### src/hw/rtl/sic_pkg.sv
`default_nettype none

package sic_pkg;

	// Field widths
	localparam int X_W   = 24;              // Q7.16 interval bounds
	localparam int OUT_W = 48;              // Q31.16 integral
	localparam int PC_W  = 10;              // point count register

	localparam int MAX_POINTS  = 1023;
	localparam int POINT_LIMIT = (MAX_POINTS - 1) | 1;
	localparam logic [PC_W-1:0] PC_RESET = PC_W'(101);

	// Cubic evaluation widths
	localparam int SQ_W  = 31;              // rounded x^2, Q16, never negative
	localparam int CUF_W = SQ_W + 1 + X_W;  // x^2 * x before rounding
	localparam int F_W   = 40;              // f(x) in Q16
	localparam int ACC_W = 51;              // weighted sum of samples
	localparam int AMAG_W = ACC_W - 1;
	localparam int HALF_W = AMAG_W / 2;

	// Final scaling and division widths
	localparam int PP_W   = HALF_W + X_W;
	localparam int PROD_W = AMAG_W + X_W;   // |sum| * |end - start|
	localparam int QUO_W  = 56;             // quotient width, all bits produced by the final division
	localparam int HEAD_W = PROD_W - QUO_W; // dividend bits preloaded into the remainder
	localparam int DIVR_W = 28;             // 3 * m * 2^16
	localparam int M3_W   = PC_W + 2;
	localparam int CNT_W  = $clog2(QUO_W + 1);

	typedef struct packed {
		logic signed [X_W-1:0] interval_start;
		logic signed [X_W-1:0] interval_end;
	} sic_req_t;

	typedef struct packed {
		logic signed [OUT_W-1:0] integral_value;
		logic                    saturated;
	} sic_res_t;

	typedef struct packed {
		logic load;       // latch bounds and sample count
		logic step_go;    // start the step division
		logic take_step;  // capture step quotient, reset generator and sum
		logic issue;      // issue one sample into the cubic pipeline
		logic mul_lo;
		logic mul_hi;
		logic mul_sum;
		logic final_go;   // start the final division
		logic emit;       // register the result and strobe it
	} sic_cmd_t;

	typedef struct packed {
		logic div_done;
		logic last_issue;
		logic pipe_empty;
	} sic_sts_t;

endpackage

`default_nettype wire

### src/hw/rtl/sic_ctrl.sv
`default_nettype none

module sic_ctrl (
	input  logic              clk,
	input  logic              arst_n,
	input  logic              start,
	input  sic_pkg::sic_sts_t sts,
	output logic              busy,
	output sic_pkg::sic_cmd_t cmd
);
	import sic_pkg::*;

	localparam logic [3:0] ST_IDLE      = 4'd0;
	localparam logic [3:0] ST_STEP_GO   = 4'd1;
	localparam logic [3:0] ST_STEP_WAIT = 4'd2;
	localparam logic [3:0] ST_ISSUE     = 4'd3;
	localparam logic [3:0] ST_DRAIN     = 4'd4;
	localparam logic [3:0] ST_MUL_LO    = 4'd5;
	localparam logic [3:0] ST_MUL_HI    = 4'd6;
	localparam logic [3:0] ST_MUL_SUM   = 4'd7;
	localparam logic [3:0] ST_FIN_GO    = 4'd8;
	localparam logic [3:0] ST_FIN_WAIT  = 4'd9;

	logic [3:0] state_q;
	logic [3:0] state_d;

	always_comb begin
		state_d = state_q;
		cmd     = '0;
		case (state_q)
			ST_IDLE: begin
				if (start) begin
					cmd.load = 1'b1;
					state_d  = ST_STEP_GO;
				end
			end
			ST_STEP_GO: begin
				cmd.step_go = 1'b1;
				state_d     = ST_STEP_WAIT;
			end
			ST_STEP_WAIT: begin
				if (sts.div_done) begin
					cmd.take_step = 1'b1;
					state_d       = ST_ISSUE;
				end
			end
			ST_ISSUE: begin
				cmd.issue = 1'b1;
				if (sts.last_issue) begin
					state_d = ST_DRAIN;
				end
			end
			ST_DRAIN: begin
				if (sts.pipe_empty) begin
					state_d = ST_MUL_LO;
				end
			end
			ST_MUL_LO: begin
				cmd.mul_lo = 1'b1;
				state_d    = ST_MUL_HI;
			end
			ST_MUL_HI: begin
				cmd.mul_hi = 1'b1;
				state_d    = ST_MUL_SUM;
			end
			ST_MUL_SUM: begin
				cmd.mul_sum = 1'b1;
				state_d     = ST_FIN_GO;
			end
			ST_FIN_GO: begin
				cmd.final_go = 1'b1;
				state_d      = ST_FIN_WAIT;
			end
			ST_FIN_WAIT: begin
				if (sts.div_done) begin
					cmd.emit = 1'b1;
					state_d  = ST_IDLE;
				end
			end
			default: begin
				state_d = ST_IDLE;
			end
		endcase
	end

	always_ff @(posedge clk or negedge arst_n) begin
		if (!arst_n) begin
			state_q <= ST_IDLE;
		end else begin
			state_q <= state_d;
		end
	end

	assign busy = state_q != ST_IDLE;

endmodule

`default_nettype wire

### config.mk
export PLATFORM = sky130hd
export DESIGN_NAME = sic_ctrl
export DESIGN_NICKNAME = d
export VERILOG_FILES = /design/src/hw/rtl/sic_pkg.sv /design/src/hw/rtl/sic_ctrl.sv
export SDC_FILE = /design/constraint.sdc
export NUM_CORES = 1
export LEC_CHECK = 0
export BUFFER_PORTS_ARGS = -buffer_cell sky130_fd_sc_hd__buf_2
export CORE_AREA = 2 2 39 41
export CTS_CLUSTER_DIAMETER = 40
export DETAILED_ROUTE_END_ITERATION = 6
export DIE_AREA = 0 0 41 43
export PLACE_DENSITY = 0.53
export SLEW_MARGIN = 5
export SYNTH_ARGS = -nofsm -noshare
export SYNTH_HDL_FRONTEND = slang
export SYNTH_SLANG_ARGS = --single-unit
### constraint.sdc
create_clock -name clk -period 4 [get_ports clk]
set_clock_uncertainty 0.15 [all_clocks]
set_input_delay 0.6 -clock clk [delete_from_list [all_inputs] [get_ports clk]]
set_output_delay 0.6 -clock clk [all_outputs]
set_load 0.02 [all_outputs]
# --- Word-level counts from Yosys, hierarchy flattened ---
# Cells that the tools add are included.
totals:
  register_bits: 4
  in_bits: 6
  out_inout_bits: 10
  elab_cells: 35
op_classes:
  eq_ne: 14
  mux: 17
  reduce_logical: 3
op_table:
  columns: ["op", "count"]
  rows:
  - ["4-bit one-hot mux with 10 select lines", 1]
  - ["4-bit two-way mux", 5]
  - ["4-bit by 3-bit == test with 1-bit output (second input constant)", 4]
  - ["1-bit two-way mux", 11]
  - ["2-bit inequality test (second input constant)", 5]
  - ["4-bit by 2-bit == test with 1-bit output (second input constant)", 2]
  - ["4-bit == test (second input constant)", 2]
  - ["5-bit AND reduction", 1]
  - ["4-bit by 1-bit == test with 1-bit output (second input constant)", 1]
  - ["4-bit zero test", 1]
  - ["4-bit nonzero test", 1]

# --- Logic depth before layout (Yosys ltp) ---
depth:
  word_depth: 3
  ltp_mapped: 4
  ltp_nobuf: 4

# --- Least setup slack after synthesis ---
# No wires, ideal clock.
synth_path:
  path_kind: "register -> output"
  from: "register state_q[0]"
  to: "output cmd[7] (netlist bit)"
  t_arrival_ps: 1146
  t_required_ps: 3250
  slack_ps: 2104
  stages_incl_launch_ff: 3
  path_buffers: 0
  cell_sequence: "dfrtp_1 -> or2b_4 -> nor3_1"
synth_lines:
  columns: ["element", "line", "rtl"]
  rows:
  - ["from (decl)", "sic_ctrl.sv:24", "logic [3:0] state_q;"]
  - ["from (signal assigned)", "sic_ctrl.sv:90", "state_q <= state_d;"]
  - ["to (decl)", "sic_ctrl.sv:9", "output sic_pkg::sic_cmd_t cmd"]

==> impl_table.tex <==
\begin{tabular}{lr}
\hline
Metric & Value \\
\hline
\multicolumn{2}{l}{\textbf{Cells and area}} \\
Final standard cell count with taps included and fillers excluded & 75 \\
Leading cell types in the layout, fill and taps excluded & buf\_2 (15), nor2\_1 (10), nand2\_1 (6), nor3\_1 (4), dfrtp\_1 (4) \\
Net count reported at finish & 67 \\
Register name with the most flops & state\_q \\
ANT cells & 0 \\
Area growth from synthesis to layout & 30.3\% \\
Fill cell instance count of the final layout & 165 \\
Cell area after layout & 425 µm² \\
Max FFs per register & 4 \\
Most frequent standard cell in the layout excluding fill and tap cells & buf\_2 \\
Layout cells sized above 1 & 0.356 \\
Regs by FF count & state\_q: 4 flops \\
\multicolumn{2}{l}{\textbf{Yosys}} \\
Syn\_nets & 49 \\
Post-synth ARST share & 1.00 \\
Syn avg cell area & 7.59 µm² \\
Gate count of the mapped netlist & 43 \\
Synthesis-stage register bit count & 4 \\
Total of warnings raised by yosys & 0 \\
Leading register cell type out of synthesis & dfrtp\_1 \\
Post-synthesis sequential area ratio & 0.307 \\
Number of flops mapped to enable cells by yosys & 0 \\
Syn Std Cell Area & 327 µm² \\
Number of unique standard cell types used by synthesis & 20 \\
\multicolumn{2}{l}{\textbf{Power}} \\
Peak supply drop & 0.238 mV \\
Gate power share & 0.559 \\
Leakage & 0.227 nW \\
Post-route total power & 342 µW \\
Sequential share of power & 0.299 \\
Internal portion of total power & 173 µW \\
PD cells & 803 nW/µm² \\
Clk pwr share & 0.141 \\
Switching Fraction & 0.492 \\
Switching power summed over all nets & 168 µW \\
\multicolumn{2}{l}{\textbf{Worst setup path}} \\
Crit Path Category & reg -> out \\
Reg2Reg Capture Point & state\_q[0]\$\_DFFE\_PN0P\_ \\
Register-to-Register Setup Slack & 2.42 ns \\
Sort of element at the end of the critical path & output port \\
Worst-path cell chain & nor2\_1 -> and4\_2 -> buf\_2 \\
Critical path fanouts, max & 11 \\
Endpoint required time on the critical path & 3.25 ns \\
Crit path launch type & register \\
Cell depth of the worst flop-to-flop path & 4 \\
Largest delay contributor family on the critical path & flip-flops \\
Cell at the slowest stage of the critical path & dfrtp\_1 \\
Worst r2r src & state\_q[1]\$\_DFFE\_PN0P\_ \\
Stage delay of the slowest cell on the critical path & 0.50 ns \\
Data arrival, critical path & 1.34 ns \\
Buf/Inv on CP & 1 \\
\multicolumn{2}{l}{\textbf{Placement}} \\
Pre-CTS setup slack & 2.15 ns \\
Last weighted congestion value of the routability-driven placer & 0.713 \\
DP HPWL & 616 µm \\
Cell Area, Placed & 403 µm² \\
Inst Count DP & 72 \\
Number of buffers added on ports & 15 \\
\multicolumn{2}{l}{\textbf{Die}} \\
Overall die height & 43 µm \\
Die width & 41 µm \\
Row count & 14 \\
I/O Pins & 16 \\
Starting utilization of the core area & 0.236 \\
Die outline area & 1760 µm² \\
Core area & 1380 µm² \\
\multicolumn{2}{l}{\textbf{Hold path}} \\
Hold Path Class & in -> async \\
\multicolumn{2}{l}{\textbf{Global route}} \\
Maximum number of pins on one net before global-route repair & 12 \\
Global-route wire length before repair & 1210 µm \\
GRT overflow & 0 \\
Vias in the first global route & 286 \\
Overall track demand over capacity in global routing & 0.108 \\
Initial antenna violation count & 0 \\
\multicolumn{2}{l}{\textbf{Clock tree}} \\
Clock latency on the worst-skew pair & 0.23 ns \\
Post-cts sizing count & 0 \\
Clock Pin Slew Worst Setup and Hold Paths & 0.04 ns \\
Max H-tree Level & 1 \\
Post-CTS Hold Fix Bufs & 0 \\
Clock root buffer & clkbuf\_4 \\
Post-CTS repair timing setup buffer count & 0 \\
Clock buffers created by TritonCTS & 3 \\
Maximum root-to-sink buffer count & 2 \\
TritonCTS clock tree & built \\
Clock Sinks & 4 \\
\multicolumn{2}{l}{\textbf{Routing}} \\
Via-to-Cell Ratio & 4.60 \\
Vias after detailed routing & 345 \\
Antenna Nets Post-Route & 0 \\
Number of search-and-repair iterations in the first detailed-routing pass & 4 \\
Post-detailed-routing wire length & 774 µm \\
Number of DRC markers after the initial detailed-route iteration & 8 \\
Average wire per cell in the routed design & 10.3 µm \\
DRC errors left & 0 \\
\multicolumn{2}{l}{\textbf{Timing}} \\
Final worst-path cycle share & 0.522 \\
Final worst slack & 1.91 ns \\
Worst max-slew margin expressed relative to the limit & 0.748 \\
Setup repair after global routing missed its margin & no \\
Sum Neg Setup Slack & 0 ns \\
Time the worst path needs with I/O delays and setup & 2.09 ns \\
Final-report max-slew violation count & 0 \\
Timing-limited maximum frequency & 479 MHz \\
Worst-Margin Slew & 0.378 ns \\
Number of hold violations in the final report & 0 \\
Setup Viol. Count Final & 0 \\
\multicolumn{2}{l}{\textbf{Status}} \\
Result of the run & completed \\
\multicolumn{2}{l}{\textbf{Flow run}} \\
Max-cap violations & 0 \\
\hline
\end{tabular}
## how the worst max path moves through the flow
stage                                      start     end  slack, ns  cells past startpoint
after floorplan           state_q[0]$_DFFE_PN0P_  cmd[7]       2.10                      2
after global routing      state_q[3]$_DFFE_PN0P_  cmd[0]       1.80                      4
after CTS                 state_q[2]$_DFFE_PN0P_  cmd[6]       1.90                      3
final                     state_q[2]$_DFFE_PN0P_  cmd[6]       1.91                      3
after detailed placement  state_q[2]$_DFFE_PN0P_  cmd[6]       2.15                      3
after global placement    state_q[2]$_DFFE_PN0P_  cmd[6]       2.17                      3
## cell families (layout without fill, tap and decap cells)
kind of cell / count (synthesis) / in the layout / share of synthesized area
buffers and inverters: 4 / 20 / 0.0804
AND/OR/NAND/NOR: 28 / 28 / 0.441
AO/OA/AOI/OAI: 4 / 4 / 0.0804
multiplexers: 3 / 3 / 0.0920
flip-flops: 4 / 4 / 0.307
## area by class of cell
type	count	area [µm²]	share of cell area
sequential	4	100	0.235
multi-input combinational	35	200	0.471
tap	16	20.0	0.0471
clock buffer	3	22.5	0.0529
inverter	2	7.51	0.0176
timing repair buffer	15	75.1	0.176
## metal layers
metal	track usage	part of all wire	up-vias	routed length [µm]
met3	0.0785	0.059	2	46
met2	0.141	0.41	13	315
met1	0.125	0.51	150	398
met5	0	0	-	0
met4	0.0600	0.017	0	13
li1	-	-	180	-
## power by group through the flow
stage / Combinational, mW / Sequential [mW] / Clock (mW)
6_report: 0.191 / 0.102 / 0.0483
3_3_place_gp: 0.191 / 0.103 / 0
3_5_place_dp: 0.195 / 0.103 / 0
4_1_cts: 0.194 / 0.102 / 0.0515
5_1_grt: 0.216 / 0.107 / 0.0551
2_1_floorplan: 0.175 / 0.0763 / 0
## synth_stat cells, types with 2 or more instances
| library cell | number | area share |
|---|---|---|
| nor3_1 | 4 | 0.061 |
| nor2_1 | 10 | 0.11 |
| dfrtp_1 | 4 | 0.31 |
| mux2i_1 | 3 | 0.092 |
| inv_1 | 2 | 0.023 |
| nand2_1 | 6 | 0.069 |
## through the flow
step	hold WS [ns]	util
2_1_floorplan	0.154	-
3_3_place_gp	0.256	0.291
3_5_place_dp	0.261	0.291
4_1_cts	0.0107	0.307
5_1_grt	0.00913	0.307
6_report	0.0170	0.307
No activity file was read; power rests on OpenSTA's default activity.
